## config.mk

```make
export PLATFORM = sky130hd
export DESIGN_NAME = slot_clock_drift_compensator_unit
export DESIGN_NICKNAME = d
export VERILOG_FILES = /design/src/sv/scdc_pkg.sv /design/src/sv/scdc_divider.sv /design/src/sv/slot_clock_drift_compensator_unit.sv
export SDC_FILE = /design/constraint.sdc
export NUM_CORES = 2
export LEC_CHECK = 0
export BUFFER_PORTS_ARGS = -buffer_cell sky130_fd_sc_hd__buf_4
export CAP_MARGIN = 20
export CORE_MARGIN = 2
export CORE_UTILIZATION = 35
export CTS_BUF_LIST = sky130_fd_sc_hd__clkbuf_16
export DETAILED_ROUTE_END_ITERATION = 16
export GPL_ROUTABILITY_DRIVEN = 0
export PLACE_DENSITY_LB_ADDON = 0.25
export SKIP_LAST_GASP = 1
export SLEW_MARGIN = 20
export SYNTH_ARGS = -nofsm -noshare
export SYNTH_HDL_FRONTEND = slang
export SYNTH_SLANG_ARGS = --single-unit
export TNS_END_PERCENT = 50
```

## constraint.sdc

```tcl
create_clock -name i_clk -period 7.45 [get_ports i_clk]
set_clock_uncertainty 0.05 [all_clocks]
set_input_delay 0 -clock i_clk [delete_from_list [all_inputs] [get_ports i_clk]]
set_output_delay 0 -clock i_clk [all_outputs]
set_load 0.02 [all_outputs]
```

## src/sv/scdc_pkg.sv

```systemverilog
// Package: types and constants for the slot clock drift compensator.
package scdc_pkg;

    localparam logic [15:0] SLOT_TICKS_RST   = 16'd328;
    localparam logic [3:0]  ACCURACY_RST     = 4'd1;
    localparam logic [15:0] KEEPALIVE_RST    = 16'd66;
    localparam logic [15:0] LEARN_RST        = 16'd58;

    localparam logic [1:0] CFG_SLOT_TICKS = 2'd0;
    localparam logic [1:0] CFG_ACCURACY   = 2'd1;
    localparam logic [1:0] CFG_KEEPALIVE  = 2'd2;
    localparam logic [1:0] CFG_BASE_THR   = 2'd3;

    localparam logic [1:0] MODE_SYNC     = 2'd0;
    localparam logic [1:0] MODE_SLOT     = 2'd1;
    localparam logic [1:0] MODE_COMPOUND = 2'd2;

    localparam logic [1:0] DIR_NONE = 2'd0;
    localparam logic [1:0] DIR_FAST = 2'd1;
    localparam logic [1:0] DIR_SLOW = 2'd2;

    typedef struct packed {
        logic [1:0]         mode;
        logic signed [15:0] time_correction;
        logic [63:0]        source_addr;
        logic               is_synced;
        logic [39:0]        current_asn;
        logic [15:0]        slot_count;
    } t_in;

    typedef struct packed {
        logic        set_period;
        logic [15:0] slot_period;
        logic [1:0]  drift_state;
        logic [15:0] interval_slots;
    } t_out;

    typedef enum logic [2:0] {
        ST_IDLE, ST_MUL, ST_DIV, ST_COUNT, ST_KMUL, ST_DONE
    } t_state;

    // divider control
    typedef struct packed {
        logic        start;
        logic [19:0] dividend;
        logic [15:0] divisor;
    } t_div_req;

    typedef struct packed {
        logic        busy;
        logic        done;
        logic [19:0] quot;
    } t_div_rsp;

endpackage

```

## src/sv/scdc_divider.sv

```systemverilog
// Radix-2 restoring divider, one quotient bit per cycle.
module scdc_divider import scdc_pkg::*; (
    input  logic     i_clk,
    input  logic     i_rst_n,
    input  t_div_req i_req,
    output t_div_rsp o_rsp
);
    logic [19:0] r_quot, n_quot;
    logic [16:0] r_rem, n_rem;
    logic [15:0] r_den, n_den;
    logic [4:0]  r_cnt, n_cnt;
    logic        r_busy, n_busy, r_done, n_done;
    logic [16:0] w_trial;
    logic [17:0] w_diff;

    // one shift and subtract step
    always_comb begin
        w_trial = {r_rem[15:0], r_quot[19]};
        w_diff  = {1'b0, w_trial} - {2'b0, r_den};
        n_quot  = r_quot;
        n_rem   = r_rem;
        n_den   = r_den;
        n_cnt   = r_cnt;
        n_busy  = r_busy;
        n_done  = 1'b0;
        if (i_req.start) begin
            n_quot = i_req.dividend;
            n_rem  = '0;
            n_den  = i_req.divisor;
            n_cnt  = 5'd20;
            n_busy = 1'b1;
        end else if (r_busy) begin
            if (!w_diff[17]) begin
                n_rem  = w_diff[16:0];
                n_quot = {r_quot[18:0], 1'b1};
            end else begin
                n_rem  = w_trial;
                n_quot = {r_quot[18:0], 1'b0};
            end
            n_cnt = r_cnt - 5'd1;
            if (r_cnt == 5'd1) begin
                n_busy = 1'b0;
                n_done = 1'b1;
            end
        end
    end

    always_ff @(posedge i_clk) begin
        r_quot <= n_quot;
        r_rem  <= n_rem;
        r_den  <= n_den;
        if (!i_rst_n) begin
            r_cnt  <= '0;
            r_busy <= 1'b0;
            r_done <= 1'b0;
        end else begin
            r_cnt  <= n_cnt;
            r_busy <= n_busy;
            r_done <= n_done;
        end
    end

    assign o_rsp.busy = r_busy;
    assign o_rsp.done = r_done;
    assign o_rsp.quot = r_quot;

`ifndef ASSERT_OFF
    a_done_after_busy: assert property (@(posedge i_clk) disable iff (!i_rst_n)
        r_done |-> $past(r_busy)) else $error("divider done without busy");
    a_no_start_busy: assert property (@(posedge i_clk) disable iff (!i_rst_n)
        (r_busy && !i_req.start) |=> (r_busy || r_done))
        else $error("divider dropped busy");
    a_cnt_zero_idle: assert property (@(posedge i_clk) disable iff (!i_rst_n)
        !r_busy |-> (r_cnt == 5'd0)) else $error("divider count left over");
`endif
endmodule

```

## src/sv/slot_clock_drift_compensator_unit.sv

```systemverilog
// Top level: slot clock drift compensator with sequencer and divider.
// Accept to result: single slot, unused mode and non-learning sync pass COUNT, DONE.
// Learning sync passes COUNT, MUL, DIV (divide), DONE; a zero divisor starts no divide.
// Compound item passes COUNT, KMUL, DONE; the countdown loop counts one slot a cycle.
// Next item taken the cycle after its result is registered; a stalled result holds only DONE.
// Synchronous active-low reset loads register defaults and clears all drift state.
module slot_clock_drift_compensator_unit import scdc_pkg::*; (
    input  logic        i_clk,
    input  logic        i_rst_n,
    input  logic        i_in_valid,
    output logic        o_in_stall,
    input  t_in         i_in_data,
    output logic        o_out_valid,
    input  logic        i_out_stall,
    output t_out        o_out_data,
    input  logic        i_cfg_valid,
    output logic        o_cfg_ready,
    input  logic [1:0]  i_cfg_index,
    input  logic [15:0] i_cfg_data
);
    t_state r_state, n_state;
    t_in    r_item, n_item;
    logic [15:0] r_slot_ticks, r_keepalive;
    logic [3:0]  r_accuracy;
    logic [1:0]  r_dir, n_dir;
    logic [15:0] r_countdown, n_countdown, r_interval, n_interval;
    logic [15:0] r_applied, n_applied, r_corr_sum, n_corr_sum;
    logic [15:0] r_learn_thr, n_learn_thr;
    logic [39:0] r_last_asn, n_last_asn;
    logic [63:0] r_source_id, n_source_id;
    logic [15:0] r_elapsed, n_elapsed, r_divisor, n_divisor;
    logic [15:0] r_left, n_left, r_k, n_k;
    logic        r_set, n_set;
    logic [15:0] r_period, n_period;
    logic        r_out_valid, n_out_valid;
    t_out        r_out, n_out;
    t_div_req    w_div_req;
    t_div_rsp    w_div_rsp;
    logic        w_in_acc, w_cfg_acc, w_out_free;
    logic [39:0] w_diff;
    logic [15:0] w_sat_elapsed, w_part, w_abs;
    logic [16:0] w_dbl;
    logic [31:0] w_base_prod;
    logic [19:0] w_kacc;

    assign w_in_acc   = i_in_valid && !o_in_stall;
    assign w_cfg_acc  = i_cfg_valid && o_cfg_ready;
    assign w_out_free = !r_out_valid || !i_out_stall;
    assign o_in_stall = (r_state != ST_IDLE);
    assign o_cfg_ready = 1'b1;

    scdc_divider u_div (
        .i_clk   (i_clk),
        .i_rst_n (i_rst_n),
        .i_req   (w_div_req),
        .o_rsp   (w_div_rsp)
    );

    // datapath helpers
    always_comb begin
        w_diff        = r_item.current_asn - r_last_asn;
        w_sat_elapsed = (w_diff > 40'hFFFF) ? 16'hFFFF : w_diff[15:0];
        w_part        = r_item.time_correction + r_corr_sum;
        w_abs         = -r_item.time_correction;
        w_dbl         = {r_learn_thr, 1'b0};
        w_base_prod   = r_slot_ticks * ({16'd0, r_item.slot_count} + 32'd1);
        w_kacc        = r_k * r_accuracy;
    end

    // next state
    always_comb begin
        n_state = r_state;
        unique case (r_state)
            ST_IDLE: if (w_in_acc) n_state = ST_COUNT;
            ST_COUNT: begin
                if (r_item.mode == MODE_SYNC) begin
                    n_state = ST_DONE;
                    if (r_learn_thr <= r_keepalive && r_item.is_synced &&
                        r_item.source_addr == r_source_id && w_sat_elapsed > r_learn_thr)
                        n_state = ST_MUL;
                end else if (r_item.mode == MODE_COMPOUND) begin
                    if (r_left == 16'd0 || r_countdown == 16'd0 || r_dir == DIR_NONE)
                        n_state = ST_KMUL;
                end else begin
                    n_state = ST_DONE;
                end
            end
            ST_MUL:  n_state = ST_DIV;
            ST_DIV:  if (w_div_rsp.done || r_divisor == 16'd0) n_state = ST_DONE;
            ST_KMUL: n_state = ST_DONE;
            ST_DONE: if (w_out_free) n_state = ST_IDLE;
            default: n_state = ST_IDLE;
        endcase
    end

    // datapath and outputs
    always_comb begin
        n_item = r_item;  n_dir = r_dir;  n_countdown = r_countdown;
        n_interval = r_interval;  n_applied = r_applied;  n_corr_sum = r_corr_sum;
        n_learn_thr = r_learn_thr;  n_last_asn = r_last_asn;  n_source_id = r_source_id;
        n_elapsed = r_elapsed;  n_divisor = r_divisor;
        n_left = r_left;  n_k = r_k;  n_set = r_set;  n_period = r_period;
        n_out_valid = r_out_valid;  n_out = r_out;
        w_div_req = '0;
        if (r_out_valid && !i_out_stall) n_out_valid = 1'b0;
        unique case (r_state)
            ST_IDLE: begin
                if (w_in_acc) begin
                    n_item = i_in_data;
                    n_left = i_in_data.slot_count;
                    n_k = '0;
                    n_set = 1'b0;
                    n_period = '0;
                end
            end
            ST_COUNT: begin
                if (r_item.mode == MODE_SYNC) begin
                    if (r_learn_thr <= r_keepalive) begin
                        if (r_item.is_synced && r_item.source_addr == r_source_id) begin
                            if (w_sat_elapsed > r_learn_thr) begin
                                n_elapsed = w_sat_elapsed;
                                n_last_asn = r_item.current_asn;
                                n_learn_thr = w_dbl[16] ? 16'hFFFF : w_dbl[15:0];
                                if (r_dir == DIR_NONE) begin
                                    if (r_item.time_correction > 16'sd1) begin
                                        n_dir = DIR_FAST;
                                        n_divisor = r_item.time_correction;
                                    end else if (r_item.time_correction < -16'sd1) begin
                                        n_dir = DIR_SLOW;
                                        n_divisor = w_abs;
                                    end else begin
                                        n_divisor = '0;
                                    end
                                end else if (r_dir == DIR_SLOW) begin
                                    n_divisor = r_applied - w_part;
                                end else begin
                                    n_divisor = r_applied + w_part;
                                end
                                n_applied = '0;
                                n_corr_sum = '0;
                            end else begin
                                n_corr_sum = w_part;
                            end
                        end else begin
                            n_dir = DIR_NONE;
                            n_countdown = '0;
                            n_applied = '0;
                            n_last_asn = r_item.current_asn;
                            n_source_id = r_item.source_addr;
                        end
                    end
                end else if (r_item.mode == MODE_SLOT) begin
                    if (r_dir != DIR_NONE && r_countdown != 16'd0) begin
                        n_countdown = r_countdown - 16'd1;
                        if (r_countdown == 16'd1) begin
                            n_countdown = r_interval;
                            n_set = 1'b1;
                            n_applied = r_applied + {12'd0, r_accuracy};
                            n_period = (r_dir == DIR_SLOW) ? r_slot_ticks - r_accuracy
                                                           : r_slot_ticks + r_accuracy;
                        end
                    end
                end else if (r_item.mode == MODE_COMPOUND) begin
                    // one slot counted per cycle
                    if (r_left != 16'd0 && r_countdown != 16'd0 && r_dir != DIR_NONE) begin
                        n_left = r_left - 16'd1;
                        n_countdown = r_countdown - 16'd1;
                        if (r_countdown == 16'd1) begin
                            n_countdown = r_interval;
                            n_k = r_k + 16'd1;
                        end
                    end
                end
            end
            ST_MUL: begin
                w_div_req.start    = (r_divisor != 16'd0);
                w_div_req.dividend = r_accuracy * r_elapsed;
                w_div_req.divisor  = r_divisor;
            end
            ST_DIV: begin
                if (r_divisor == 16'd0) begin
                    n_countdown = r_interval;
                end else if (w_div_rsp.done) begin
                    n_interval  = (w_div_rsp.quot > 20'hFFFF) ? 16'hFFFF
                                                              : w_div_rsp.quot[15:0];
                    n_countdown = n_interval;
                end
            end
            ST_KMUL: begin
                if (r_k != 16'd0) begin
                    n_set = 1'b1;
                    n_applied = r_applied + w_kacc[15:0];
                    n_period = (r_dir == DIR_SLOW) ? w_base_prod[15:0] - w_kacc[15:0]
                                                   : w_base_prod[15:0] + w_kacc[15:0];
                end
            end
            ST_DONE: begin
                // wait here while the previous result is still held
                if (w_out_free) begin
                    n_out_valid = 1'b1;
                    n_out.set_period     = r_set;
                    n_out.slot_period    = r_set ? r_period : 16'd0;
                    n_out.drift_state    = r_dir;
                    n_out.interval_slots = r_interval;
                end
            end
            default: ;
        endcase
        if (w_cfg_acc && i_cfg_index == CFG_BASE_THR) n_learn_thr = i_cfg_data;
    end

    // registers
    always_ff @(posedge i_clk) begin
        r_item <= n_item;  r_elapsed <= n_elapsed;  r_divisor <= n_divisor;
        r_left <= n_left;  r_k <= n_k;
        r_set <= n_set;  r_period <= n_period;  r_out <= n_out;
        if (!i_rst_n) begin
            r_state <= ST_IDLE;  r_out_valid <= 1'b0;
            r_slot_ticks <= SLOT_TICKS_RST;  r_accuracy <= ACCURACY_RST;
            r_keepalive <= KEEPALIVE_RST;
            r_dir <= DIR_NONE;  r_countdown <= '0;  r_interval <= '0;
            r_applied <= '0;  r_corr_sum <= '0;  r_learn_thr <= LEARN_RST;
            r_last_asn <= '0;  r_source_id <= '0;
        end else begin
            r_state <= n_state;  r_out_valid <= n_out_valid;
            r_dir <= n_dir;  r_countdown <= n_countdown;  r_interval <= n_interval;
            r_applied <= n_applied;  r_corr_sum <= n_corr_sum;
            r_learn_thr <= n_learn_thr;  r_last_asn <= n_last_asn;
            r_source_id <= n_source_id;
            if (w_cfg_acc) begin
                unique case (i_cfg_index)
                    CFG_SLOT_TICKS: r_slot_ticks <= i_cfg_data;
                    CFG_ACCURACY:   r_accuracy   <= i_cfg_data[3:0];
                    CFG_KEEPALIVE:  r_keepalive  <= i_cfg_data;
                    CFG_BASE_THR:   ;  // loads the learn threshold in the datapath block
                    default: ;
                endcase
            end
        end
    end

    assign o_out_valid = r_out_valid;
    assign o_out_data  = r_out;

`ifndef ASSERT_OFF
    a_stall_busy: assert property (@(posedge i_clk) disable iff (!i_rst_n)
        (r_state != ST_IDLE) |-> o_in_stall) else $error("ready while busy");
    a_out_hold: assert property (@(posedge i_clk) disable iff (!i_rst_n)
        (r_out_valid && i_out_stall) |=> (r_out_valid && $stable(r_out)))
        else $error("result changed under stall");
    a_done_to_out: assert property (@(posedge i_clk) disable iff (!i_rst_n)
        (r_state == ST_DONE && w_out_free) |=> r_out_valid)
        else $error("result not presented");
    a_period_zero: assert property (@(posedge i_clk) disable iff (!i_rst_n)
        (r_out_valid && !r_out.set_period) |-> (r_out.slot_period == 16'd0))
        else $error("period without set");
`endif
endmodule

```

==> flow_summary.json <==
{
  "cp.arrival_ns": 7.45,
  "finalMaxSlewViolations": 0,
  "startpoint": "r_item[0]",
  "power.density_mw_per_mm2": 328,
  "hold_path.class": "input port to flop",
  "critical_path_class": "flop to flop",
  "setup_viol": 0,
  "fin_crit_sh": 0.961,
  "die-width_um": 333,
  "synth_area_per_cell_um2": 9.28,
  "cts_root_buf": "clkbuf_16",
  "clock_sinks": 540,
  "vias": 29800,
  "end_kind": "flop",
  "synth_area_leaders": "edfxtp_1, dfxtp_1, ha_1",
  "holdPathStages": 2,
  "fin_crit_ns": 7.16,
  "grt_pass1_vias": 29900,
  "hold_start": "i_in_data[53]",
  "via_per_inst": 5.04,
  "critPathBufInv": 7,
  "yosysWarnings": 0,
  "vdd_ir_drop_max_mv": 0.575,
  "groute.usage.overall": 0.187,
  "crit_path_max_incr_delay_ns": 0.53,
  "portBuffers": 198,
  "grt_overflow": 0,
  "drive_gt1_frac": 0.0951,
  "utilization": 0.424,
  "syn_nets": 4647,
  "grt_first_pass_wirelength_um": 166000,
  "drt_iter0_markers": 1866,
  "ant_nets": 0,
  "nets": 5023,
  "slowest_stage": "fa_1",
  "async_flop_share": 0,
  "ys_seq_area_frac": 0.363,
  "die_area_mm2": 0.111,
  "ios": 200,
  "dp_hpwl_um": 76200,
  "cap_violations": 0,
  "synth_top_area_share": 0.231,
  "whs_ns": 0.0324,
  "insertion_delay_ns": 0.64,
  "ys_seq_elements": 540,
  "cp.required_ns": 7.74,
  "cts_max_path_buffers": 3,
  "r2r_cells": 29,
  "relSlewSlack": 0.253,
  "fin_setup_tns_ns": 0,
  "fp.dieH_um": 333,
  "antenna_found_initial": 5,
  "yosys.cell_types.count": 87,
  "drt_first_pass_iters": 7,
  "status": "finished, final reports clean",
  "critPathTopFamily": "adder cells",
  "tightestPinTransition_ns": 1.12,
  "start_util": 0.353,
  "synth_ff_type": "edfxtp_1",
  "synth_edf_count": 291,
  "mostFrequentLayoutCell": "nand2_1",
  "max_freq_ghz": 0.140,
  "clk_pin_slew_ns": 0.06,
  "cts_made_buffers": 67,
  "mostFrequentLayoutCells": "nand2_1, inv_1, edfxtp_1, ha_1, buf_4",
  "worstPathMaxFanout": 7,
  "htreeDepth": 3,
  "rsz0062_at_grt": "true",
  "syn_area_mm2": 0.0378,
  "rows": 120,
  "postSynthCellCount": 4074,
  "core_area_mm2": 0.107,
  "cts_tree": "done",
  "finalHoldViolCount": 0,
  "area_delta_synth_final_pct": 20.0,
  "wirelength_um": 103000,
  "leakagePower_nw": 18.9,
  "n_fill_cell": 10500,
  "critical_path_cell_count": 29,
  "route.detailed.drc": 0,
  "reg2reg_from": "r_item[0]",
  "critPathLaunchType": "flop",
  "wire_per_inst_um": 17.5,
  "yosysTopAreaCell": "edfxtp_1",
  "grt_max_degree": 141
}
==> Yosys cell counts (7+ instances only) <==
cell and count:
a21oi_1 162, nor3_1 71, edfxtp_1 291, nand3_1 86, clkbuf_1 143, nand3b_1 16
a31oi_1 29, and3_1 48, o21ai_0 212, or3_1 23, mux2i_1 143, xor2_1 123
nand4_1 53, a211oi_1 17, nand2b_1 29, nor2b_1 152, xnor2_1 180, o211a_1 23
inv_1 374, dfxtp_1 249, o22ai_1 37, fa_1 141, o31ai_1 19, and2_1 118
nor4_1 28, buf_2 16, ha_1 270, o21a_1 37, nand2_1 464, nor3b_1 12
a21o_1 61, or2_2 13, o21bai_1 22, a31o_2 7, a21boi_0 42, nor2_1 237
o41ai_1 7
==> through the flow <==
step / worst slack, ns / instance area [µm²] / power (mW) / std cells
finish: 0.289 / 45400 / 14.9 / 5907
floorplan: 0.285 / 37800 / 9.74 / 4074
CTS: 0.0483 / 45200 / 14.9 / 5895
global placement: 0.150 / 40900 / 11.4 / 5563
detailed placement: 0.104 / 40900 / 11.5 / 5563
global route: -0.103 / 45400 / 16.2 / 5907
==> cell type report <==
type                    count  area, µm²  share of cell area
well taps                1403       1760              0.0387
clock inverters            54        490              0.0108
multi-input cells        2989      22200               0.489
clock buffers              67       1680              0.0370
diodes                      2       5.00            0.000110
inverters                 377       1420              0.0312
flip-flops and latches    540      13700               0.302
repair buffers            475       4120              0.0909
==> sequential cells by signal, summed over array words and instances, names as in the netlist, 20 cells and up <==
| register | cells |
|---|---|
| r_source_id | 64 |
| r_last_asn | 40 |
| o_out_data | 35 |
| r_item | 139 |
| u_div.r_quot | 20 |
==> worst register-to-register path: cells and delay by family (launching register included) <==
| kind | cells | cell delay (ns) |
|---|---|---|
| fa+ha+maj | 9 | 3.88 |
| flops | 1 | 0.44 |
| xor+xnor | 3 | 0.47 |
| buf+inv | 7 | 0.48 |
| compound gates | 6 | 0.92 |
| simple gates | 4 | 0.61 |
==> kinds of logic (layout without fill, tap and decap cells) <==
kind of cell | Yosys count | in the layout | share of synthesized area
AND/OR/NAND/NOR | 1382 | 1382 | 0.181
AO/OA/AOI/OAI | 738 | 738 | 0.124
buffers and inverters | 545 | 973 | 0.0550
flip-flops | 540 | 540 | 0.363
adder cells (fa/ha/maj) | 411 | 411 | 0.164
XOR/XNOR | 310 | 310 | 0.0742
multiplexers | 147 | 147 | 0.0390
other | 1 | 3 | 0.0000992
==> layer usage <==
| metal | wire length, µm | track usage |
|---|---|---|
| met5 | 21 | 0 |
| met2 | 48000 | 0.312 |
| met3 | 4570 | 0.0282 |
| met4 | 2350 | 0.0475 |
| met1 | 48200 | 0.251 |
==> repair_timing <==
item                       4_1_cts  5_1_grt
resized for setup                0       19
setup buffers                    0       10
hold endpoints to repair       279        0
setup endpoints to repair        0       98
hold buffers                   211        0
==> where the power goes <==
group	switching, mW	total (mW)	internal [mW]
Clock	1.35	3.25	1.89
Sequential	0.434	4.27	3.83
Combinational	4.13	7.35	3.22
==> final timing paths <==
| check | to | slack [ns] |
|---|---|---|
| min reg2reg | r_keepalive[7] | 0.41 |
| min | r_item[53] | 0.03 |
| max | r_period[15] | 0.29 |
| max reg2reg | r_period[15] | 0.29 |
Power figures use the tool's default switching activity.
